==> config.mk <==
export PLATFORM = sky130hd
export DESIGN_NAME = priority_command_reschedule_fsm_top_flat
export DESIGN_NICKNAME = d
export VERILOG_FILES = /design/src/rtl/prcr_pkg.sv /design/src/rtl/prcr_cmd_if.sv /design/src/rtl/prcr_res_if.sv /design/src/rtl/priority_command_reschedule_fsm_top.sv /design/src/flat_wrapper.sv
export SDC_FILE = /design/constraint.sdc
export NUM_CORES = 1
export LEC_CHECK = 0
export ABC_CLOCK_PERIOD_IN_PS = 4800
export BUFFER_PORTS_ARGS = -buffer_cell sky130_fd_sc_hd__buf_2
export CAP_MARGIN = 20
export CORE_MARGIN = 3
export CORE_UTILIZATION = 58
export CTS_CLUSTER_SIZE = 28
export DETAILED_ROUTE_END_ITERATION = 10
export HOLD_SLACK_MARGIN = 0.03
export PLACE_DENSITY = 0.82
export SYNTH_ARGS = -nofsm -noshare
export SYNTH_HDL_FRONTEND = slang
export SYNTH_SLANG_ARGS = --single-unit
==> constraint.sdc <==
create_clock -name i_clk -period 4.8 [get_ports i_clk]
set_input_delay 0.48 -clock i_clk [delete_from_list [all_inputs] [get_ports i_clk]]
set_output_delay 0.48 -clock i_clk [all_outputs]
set_load 0.02 [all_outputs]
==> src/rtl/prcr_pkg.sv <==
// Package for the priority command reschedule controller.
// Holds the phase enum, command, outcome, status and register codes, and the channel payloads.
// No dependencies.
package prcr_pkg;

    localparam int TAG_BITS = 16;
    localparam int SERIAL_BITS = 32;
    localparam int CFG_IDX_BITS = 1;
    localparam int CFG_DATA_BITS = 8;

    typedef enum logic [1:0] {
        PH_IDLE     = 2'd0,
        PH_BOUNDARY = 2'd1,
        PH_RETRY    = 2'd2
    } t_phase;

    localparam logic [1:0] CMD_REQUEST  = 2'd0;
    localparam logic [1:0] CMD_BOUNDARY = 2'd1;
    localparam logic [1:0] CMD_RETRY    = 2'd2;

    localparam logic [1:0] OUTCOME_SUCCESS   = 2'd0;
    localparam logic [1:0] OUTCOME_RETRYABLE = 2'd1;

    localparam logic [2:0] ST_ACCEPTED  = 3'd0;
    localparam logic [2:0] ST_INVALID   = 3'd1;
    localparam logic [2:0] ST_BUSY      = 3'd2;
    localparam logic [2:0] ST_SCHEDULED = 3'd3;
    localparam logic [2:0] ST_RETRY     = 3'd4;
    localparam logic [2:0] ST_FAILED    = 3'd5;

    localparam logic [CFG_IDX_BITS-1:0] CFG_GATEWAY_ENABLED       = 1'd0;
    localparam logic [CFG_IDX_BITS-1:0] CFG_MAX_SCHEDULE_ATTEMPTS = 1'd1;

    localparam logic [7:0] MAX_ATTEMPTS_RESET = 8'd3;
    localparam logic [7:0] ATTEMPT_SAT        = 8'hFF;
    localparam logic [SERIAL_BITS-1:0] SERIAL_HALF = 32'h8000_0000;

    typedef struct packed {
        logic [1:0]             command;
        logic [TAG_BITS-1:0]    work_tag;
        logic [SERIAL_BITS-1:0] cutoff_serial;
        logic [1:0]             schedule_outcome;
    } t_cmd;

    typedef struct packed {
        logic [2:0]             status;
        logic                   abort_request;
        logic                   abort_clear;
        logic                   reschedule_issued;
        logic                   failure_valid;
        logic [SERIAL_BITS-1:0] failure_generation;
        logic [SERIAL_BITS-1:0] failure_cutoff;
        logic                   waiting_boundary;
        logic                   retry_pending;
        logic                   active;
    } t_res;

endpackage

==> src/rtl/prcr_cmd_if.sv <==
// Command request channel of the priority command reschedule controller.
// Depends on prcr_pkg for the payload type.
interface prcr_cmd_if;
    logic          valid;
    logic          ready;
    prcr_pkg::t_cmd payload;

    modport source (output valid, output payload, input ready);
    modport sink   (input valid, input payload, output ready);
endinterface

==> src/rtl/prcr_res_if.sv <==
// Result channel of the priority command reschedule controller.
// Depends on prcr_pkg for the payload type.
interface prcr_res_if;
    logic          valid;
    logic          ready;
    prcr_pkg::t_res payload;

    modport source (output valid, output payload, input ready);
    modport sink   (input valid, input payload, output ready);
endinterface

==> src/rtl/priority_command_reschedule_fsm_top.sv <==
// Top level of the priority command reschedule controller.
// Depends on prcr_pkg, prcr_cmd_if and prcr_res_if.
//
// Usage:
//   i_cmd carries one command request per valid/ready handshake; o_res returns
//   exactly one result per request, in order. Configuration is written through
//   i_cfg_we / i_cfg_idx / i_cfg_data (index 0 gateway enable, index 1 attempt
//   limit) while no request is in flight.
// Decode and throughput:
//   A request is decoded against the controller state in the cycle it is
//   accepted; its result enters the output register in the cycle after. One
//   request per cycle is accepted, set by the single output register:
//   i_cmd.ready is high whenever that register is empty or being taken in
//   the same cycle.
// Reset:
//   Synchronous, active low. The controller returns to idle, the gateway is
//   disabled, the attempt limit is 3 and the generation counter is zero.
// Stall:
//   While o_res.ready is low and a result is held, i_cmd.ready drops and the
//   held result stays stable; no request is lost or repeated.
module priority_command_reschedule_fsm_top (
    input  logic                                i_clk,
    input  logic                                i_rst_n,
    input  logic                                i_cfg_we,
    input  logic [prcr_pkg::CFG_IDX_BITS-1:0]   i_cfg_idx,
    input  logic [prcr_pkg::CFG_DATA_BITS-1:0]  i_cfg_data,
    prcr_cmd_if.sink                            i_cmd,
    prcr_res_if.source                          o_res
);

    logic                                r_gateway;
    logic [7:0]                          r_max_attempts;

    prcr_pkg::t_phase                    r_phase, n_phase;
    logic [prcr_pkg::TAG_BITS-1:0]       r_owner, n_owner;
    logic [prcr_pkg::SERIAL_BITS-1:0]    r_claim_gen, n_claim_gen;
    logic [prcr_pkg::SERIAL_BITS-1:0]    r_gen_src, n_gen_src;
    logic [prcr_pkg::SERIAL_BITS-1:0]    r_cutoff, n_cutoff;
    logic [7:0]                          r_attempts, n_attempts;

    logic                                r_out_valid;
    prcr_pkg::t_res                      r_out, n_out;

    logic                                accept;
    logic                                run_attempt;
    logic                                later;
    logic [prcr_pkg::SERIAL_BITS-1:0]    gen_inc;
    logic [prcr_pkg::SERIAL_BITS-1:0]    serial_diff;
    logic [7:0]                          attempts_inc;
    prcr_pkg::t_cmd                      cmd;

    assign cmd         = i_cmd.payload;
    assign i_cmd.ready = !r_out_valid || o_res.ready;
    assign accept      = i_cmd.valid && i_cmd.ready;
    assign o_res.valid   = r_out_valid;
    assign o_res.payload = r_out;

    assign gen_inc      = r_gen_src + 32'd1;
    assign serial_diff  = cmd.cutoff_serial - r_cutoff;
    assign later        = (cmd.cutoff_serial != '0) && (r_cutoff != '0) &&
                          (cmd.cutoff_serial != r_cutoff) &&
                          (serial_diff < prcr_pkg::SERIAL_HALF);
    assign attempts_inc = (r_attempts < prcr_pkg::ATTEMPT_SAT) ? r_attempts + 8'd1
                                                                : r_attempts;

    always_comb begin
        n_phase     = r_phase;
        n_owner     = r_owner;
        n_claim_gen = r_claim_gen;
        n_gen_src   = r_gen_src;
        n_cutoff    = r_cutoff;
        n_attempts  = r_attempts;
        run_attempt = 1'b0;
        n_out       = '0;
        n_out.status = prcr_pkg::ST_INVALID;

        if (r_gateway) begin
            case (cmd.command)
                prcr_pkg::CMD_REQUEST: begin
                    if (cmd.work_tag != '0) begin
                        if (r_phase != prcr_pkg::PH_IDLE) begin
                            if (cmd.work_tag != r_owner) begin
                                n_out.status = prcr_pkg::ST_BUSY;
                            end else begin
                                if (r_phase == prcr_pkg::PH_BOUNDARY &&
                                    (r_cutoff == '0 || later)) begin
                                    n_cutoff = cmd.cutoff_serial;
                                end
                                n_out.status = prcr_pkg::ST_ACCEPTED;
                            end
                        end else begin
                            n_out.abort_request = 1'b1;
                            n_gen_src   = (gen_inc == '0) ? 32'd1 : gen_inc;
                            n_owner     = cmd.work_tag;
                            n_claim_gen = n_gen_src;
                            n_cutoff    = cmd.cutoff_serial;
                            n_attempts  = '0;
                            n_phase     = prcr_pkg::PH_BOUNDARY;
                            n_out.status = prcr_pkg::ST_ACCEPTED;
                        end
                    end
                end
                prcr_pkg::CMD_BOUNDARY: begin
                    run_attempt = (r_phase == prcr_pkg::PH_BOUNDARY);
                end
                prcr_pkg::CMD_RETRY: begin
                    run_attempt = (r_phase == prcr_pkg::PH_RETRY);
                end
                default: begin
                    run_attempt = 1'b0;
                end
            endcase
        end

        if (run_attempt) begin
            n_out.reschedule_issued = 1'b1;
            n_attempts = attempts_inc;
            if (cmd.schedule_outcome == prcr_pkg::OUTCOME_SUCCESS) begin
                n_phase     = prcr_pkg::PH_IDLE;
                n_owner     = '0;
                n_claim_gen = '0;
                n_cutoff    = '0;
                n_attempts  = '0;
                n_out.status = prcr_pkg::ST_SCHEDULED;
            end else if (cmd.schedule_outcome == prcr_pkg::OUTCOME_RETRYABLE &&
                         attempts_inc < r_max_attempts) begin
                n_phase      = prcr_pkg::PH_RETRY;
                n_out.status = prcr_pkg::ST_RETRY;
            end else begin
                n_out.failure_valid      = 1'b1;
                n_out.failure_generation = r_claim_gen;
                n_out.failure_cutoff     = r_cutoff;
                n_out.abort_clear        = 1'b1;
                n_phase     = prcr_pkg::PH_IDLE;
                n_owner     = '0;
                n_claim_gen = '0;
                n_cutoff    = '0;
                n_attempts  = '0;
                n_out.status = prcr_pkg::ST_FAILED;
            end
        end

        n_out.waiting_boundary = (n_phase == prcr_pkg::PH_BOUNDARY);
        n_out.retry_pending    = (n_phase == prcr_pkg::PH_RETRY);
        n_out.active           = (n_phase != prcr_pkg::PH_IDLE);
    end

    always_ff @(posedge i_clk) begin
        if (!i_rst_n) begin
            r_gateway      <= 1'b0;
            r_max_attempts <= prcr_pkg::MAX_ATTEMPTS_RESET;
        end else if (i_cfg_we) begin
            case (i_cfg_idx)
                prcr_pkg::CFG_GATEWAY_ENABLED:       r_gateway      <= i_cfg_data[0];
                prcr_pkg::CFG_MAX_SCHEDULE_ATTEMPTS: r_max_attempts <= i_cfg_data;
                default: begin
                    r_gateway <= r_gateway;
                end
            endcase
        end
    end

    always_ff @(posedge i_clk) begin
        if (!i_rst_n) begin
            r_phase     <= prcr_pkg::PH_IDLE;
            r_owner     <= '0;
            r_claim_gen <= '0;
            r_gen_src   <= '0;
            r_cutoff    <= '0;
            r_attempts  <= '0;
        end else if (accept) begin
            r_phase     <= n_phase;
            r_owner     <= n_owner;
            r_claim_gen <= n_claim_gen;
            r_gen_src   <= n_gen_src;
            r_cutoff    <= n_cutoff;
            r_attempts  <= n_attempts;
        end
    end

    always_ff @(posedge i_clk) begin
        if (!i_rst_n) begin
            r_out_valid <= 1'b0;
        end else if (accept) begin
            r_out_valid <= 1'b1;
        end else if (o_res.ready) begin
            r_out_valid <= 1'b0;
        end
    end

    always_ff @(posedge i_clk) begin
        if (accept) begin
            r_out <= n_out;
        end
    end

endmodule

==> src/flat_wrapper.sv <==
// flat-port wrapper written by rule: the top's interface ports become plain ports
module priority_command_reschedule_fsm_top_flat 
  (i_clk, i_rst_n, i_cfg_we, i_cfg_idx, i_cfg_data, i_cmd_valid, i_cmd_payload, i_cmd_ready, o_res_valid, o_res_payload, o_res_ready);
  prcr_cmd_if i_cmd_i ();
  prcr_res_if o_res_i ();
  input  logic i_clk;
  input  logic i_rst_n;
  input  logic i_cfg_we;
  input  logic [prcr_pkg::CFG_IDX_BITS-1:0] i_cfg_idx;
  input  logic [prcr_pkg::CFG_DATA_BITS-1:0] i_cfg_data;
  input wire logic [$bits(i_cmd_i.valid)-1:0] i_cmd_valid;
  input wire logic [$bits(i_cmd_i.payload)-1:0] i_cmd_payload;
  output wire logic [$bits(i_cmd_i.ready)-1:0] i_cmd_ready;
  output wire logic [$bits(o_res_i.valid)-1:0] o_res_valid;
  output wire logic [$bits(o_res_i.payload)-1:0] o_res_payload;
  input wire logic [$bits(o_res_i.ready)-1:0] o_res_ready;
  assign i_cmd_i.valid = i_cmd_valid;
  assign i_cmd_i.payload = i_cmd_payload;
  assign i_cmd_ready = i_cmd_i.ready;
  assign o_res_valid = o_res_i.valid;
  assign o_res_payload = o_res_i.payload;
  assign o_res_i.ready = o_res_ready;
  priority_command_reschedule_fsm_top u_core (.i_clk(i_clk), .i_rst_n(i_rst_n), .i_cfg_we(i_cfg_we), .i_cfg_idx(i_cfg_idx), .i_cfg_data(i_cfg_data), .i_cmd(i_cmd_i), .o_res(o_res_i));
endmodule
==> impl_summary.txt <==
----------------------------------------------------
[Worst setup path]
  Slowest CP cell ... sky130_fd_sc_hd__o311a_1
  Worst reg2reg setup slack ... 0.78 ns
  Ordered cell list for the critical path ... ha_1 > and4_1 > nand2_1 > and2_1 > nand3_1 > xnor2_1 > ha_1 > a21o_1 > nand3_1 > nand4_1 > o21ai_2 > buf_4 > nand2b_1 > o311a_1 > buf_4 > o22ai_1
  Data arrival time at the worst-slack endpoint ... 4.45 ns
  Maximum fanout count along the critical path ... 40
  Worst setup EP type ... flop
  Slowest stage delay, CP ... 0.47 ns
  Type of origin of the critical path ... flop
  Data required time at the worst endpoint ... 5.23 ns
  Worst Setup Path Type ... flop to flop

[Clock tree]
  Bufs on Longest Clock Path ... 3
  Number of buffers added for setup after CTS ... 0
  H-tree depth reported by CTS ... 1
  Clock slew seen by the registers of the worst setup and hold paths ... 0.06 ns
  Clk Latency, worst-skew pair ... 0.51 ns
  Root Buffer ... sky130_fd_sc_hd__clkbuf_16
  TritonCTS clock tree ... done
  Sink count of the clock tree ... 205
  Post-CTS sizing ... 0
  Num CTS Buffers ... 21
  Cts hold-fix bufs ... 0

[Global routing]
  Via count of the first global-routing pass ... 8261
  Antenna violations before repair ... 1
  Pin count of the biggest net entering global routing ... 91
  Overflow left after global routing ... 0
  Global-route usage over all layers ... 25.0%
  Global-route wire length before repair ... 40700 um

[Job]
  Max cap viols ... 0

[Timing]
  Unrepaired setup endpoints after global routing ... no
  Maximum operating frequency ... 0.249 GHz
  Worst-margin pin slew ... 1.06 ns
  Final Cycle Share ... 83.7%
  Hold Vio Cnt, Final ... 0
  Slew Limit Fails ... 0
  Layout Skew ... 0.0252 ns
  Setup_tns ... 0 ns
  Slew headroom ... 29.2%
  Final period demand of the worst path ... 4.02 ns
  Final setup margin ... 0.782 ns
  Count of final setup violators ... 0

[Floorplan]
  Die Width ... 138 um
  Cell row count ... 47
  Die outline height ... 138 um
  Total Die Area ... 0.0192 sq mm
  Count of boundary I/O pins ... 142
  Core ar. ... 0.0169 sq mm
  Initial standard-cell utilization of the core ... 60.2%

[Detailed routing]
  Routed len/inst ... 17.6 um
  Initial DRT Pass Iterations ... 5
  Count of routing violations after the opening detailed-route iteration ... 783
  Final ANT Viol Nets ... 0
  Total vias in the final route ... 8673
  Wirelength, routed ... 24800 um
  # DRC ... 0
  Detail-routed via count per cell ... 6.13

[Placed design]
  Dpl hpwl ... 16900 um
  Placement-stage worst setup slack ... 0.903 ns
  Placer's final routability congestion estimate ... 0.924
  Number of buffers added on ports ... 141

[Synth]
  Mapped Area ... 0.0102 sq mm
  Count of cell types in the netlist ... 66
  Post-Synthesis Net Count ... 1184
  Most frequently used flop master after synthesis ... sky130_fd_sc_hd__dfxtp_1
  Synth Warn # ... 0
  Number of synthesized flops with an enable pin ... 73
  Sequential element share of the synthesized area ... 47.6%
  Per-instance average area after synthesis ... 9.46 sq um
  Ys async rst share ... 0%
  Cells after Synth ... 1075
  Register bit total from synthesis ... 205

[Layout]
  Highest-count cells in the layout ignoring fill and taps ... sky130_fd_sc_hd__buf_2, sky130_fd_sc_hd__dfxtp_1, sky130_fd_sc_hd__nor2_1, sky130_fd_sc_hd__edfxtp_1, sky130_fd_sc_hd__nand3_1
  Filler Cells Inserted ... 1304
  Layout overhead on the synthesized area ... 15.4%
  Fraction of final layout cells with drive strength greater than 1 ... 17.4%
  Leading cell type in the layout, fill and taps excluded ... sky130_fd_sc_hd__buf_2
  Final net count ... 1287

[Run status]
  Outcome ... finished, final reports clean

[Power and ir drop]
  PwrDens ... 339 mW/mm^2
  Pwr Total ... 3.97 mW
  Maximum VDD drop ... 0.000266 V
  Leakage power figure ... 4.48 nW

[Hold path]
  Worst hold path class ... primary input to flop

----------------------------------------------------
[worst max-delay path, delay by kind of cell (launching register included)]
kind / cells / cell delay [ns]
AND/OR/NAND/NOR: 7 / 1.16
AO/OA/AOI/OAI: 4 / 1.00
adder cells (fa/ha/maj): 2 / 0.54
flip-flops: 1 / 0.33
buffers and inverters: 2 / 0.69
XOR/XNOR: 1 / 0.21
[state kept, by name, summed over array words and instances, names as in the netlist]
| signal | count |
|---|---|
| u_core.o_res.payload | 73 |
| u_core.r_phase | 2 |
| u_core.r_attempts | 8 |
| u_core.r_owner | 16 |
| u_core.r_gen_src | 32 |
| u_core.o_res.valid | 1 |
| u_core.r_max_attempts | 8 |
| u_core.r_cutoff | 32 |
| u_core.r_claim_gen | 32 |
| u_core.r_gateway | 1 |
[where the power goes]
part | internal, mW | switching [mW] | total, mW
logic | 0.0955 | 0.204 | 0.299
clock network | 1.14 | 0.679 | 1.82
registers | 1.84 | 0.0151 | 1.85
[layout make-up]
type	instances	area, sq um	share of cell area [%]
inverter	54	204	1.74
clock inverter	14	221	1.89
multi-input combinational	741	4820	41.1
clock buffer	24	547	4.66
sequential	205	4830	41.2
timing repair buffer	155	823	7.02
tap	220	275	2.35
antenna	1	2.50	0.0213
[Yosys cell counts (8+ instances only)]
master	count	area share, %
sky130_fd_sc_hd__and4_1	10	0.86
sky130_fd_sc_hd__and3_1	12	0.74
sky130_fd_sc_hd__nand4_1	36	2.2
sky130_fd_sc_hd__and2_1	36	2.2
sky130_fd_sc_hd__o22ai_1	32	2.0
sky130_fd_sc_hd__nor4_1	44	2.7
sky130_fd_sc_hd__xnor2_1	41	3.5
sky130_fd_sc_hd__nor2_1	94	3.5
sky130_fd_sc_hd__nor3_1	43	2.1
sky130_fd_sc_hd__buf_2	13	0.64
sky130_fd_sc_hd__nand3_1	69	3.4
sky130_fd_sc_hd__or3_1	9	0.55
sky130_fd_sc_hd__xor2_1	34	2.9
sky130_fd_sc_hd__edfxtp_1	73	22
sky130_fd_sc_hd__ha_1	43	5.3
sky130_fd_sc_hd__a22oi_1	49	3.6
sky130_fd_sc_hd__clkbuf_1	52	1.9
sky130_fd_sc_hd__dfxtp_1	132	26
sky130_fd_sc_hd__nand2_1	54	2.0
sky130_fd_sc_hd__inv_1	51	1.9
sky130_fd_sc_hd__nand2b_1	8	0.49
sky130_fd_sc_hd__a21oi_1	37	1.8
sky130_fd_sc_hd__buf_4	9	0.66
sky130_fd_sc_hd__o21ai_0	8	0.39
[kinds of logic after synthesis]
family | count (synthesis) | share of synthesized area (%)
and+or+nand+nor | 434 | 22.4
muxes | 5 | 0.505
xor gates and xnor gates | 75 | 6.46
adders and majority gates | 43 | 5.29
buffers and inverters | 129 | 5.26
AOI/OAI and AO/OA | 184 | 12.6
DFF | 205 | 47.6
[through the flow]
step                      std cells  hold WS (ns)  utilization [%]  cell area [sq um]
after floorplan                1075         0.436                -              10200
after CTS                      1413         0.194             69.5              11700
after detailed placement       1375         0.450             64.9              11000
after global routing           1414         0.205             69.5              11700
final                          1414         0.198             69.5              11700
after global placement         1375         0.443             64.9              11000
[per-layer routing]
metal  wire length, um  part of all wire, %  global-route usage [%]  vias up
met4               799                  3.2                    9.31        0
met2             11300                   46                    40.4      349
met5                 0                    0                       0        -
met1             10900                   44                    34.6     4097
met3              1830                  7.4                    3.45       62
li1                  -                    -                       -     4165
[path summary, 6_finish.rpt]
check / cells after the start / endpoint / from
worst max-delay path: 16 / u_core.r_cutoff[7] / u_core.r_attempts[0]
worst min register to register: 2 / u_core.r_max_attempts[6] / u_core.r_max_attempts[6]
worst max register to register: 16 / u_core.r_cutoff[7] / u_core.r_attempts[0]
worst min-delay path: 3 / u_core.r_max_attempts[0] / i_cfg_data[0]
Note: power is estimated with default switching activity, not from simulation.
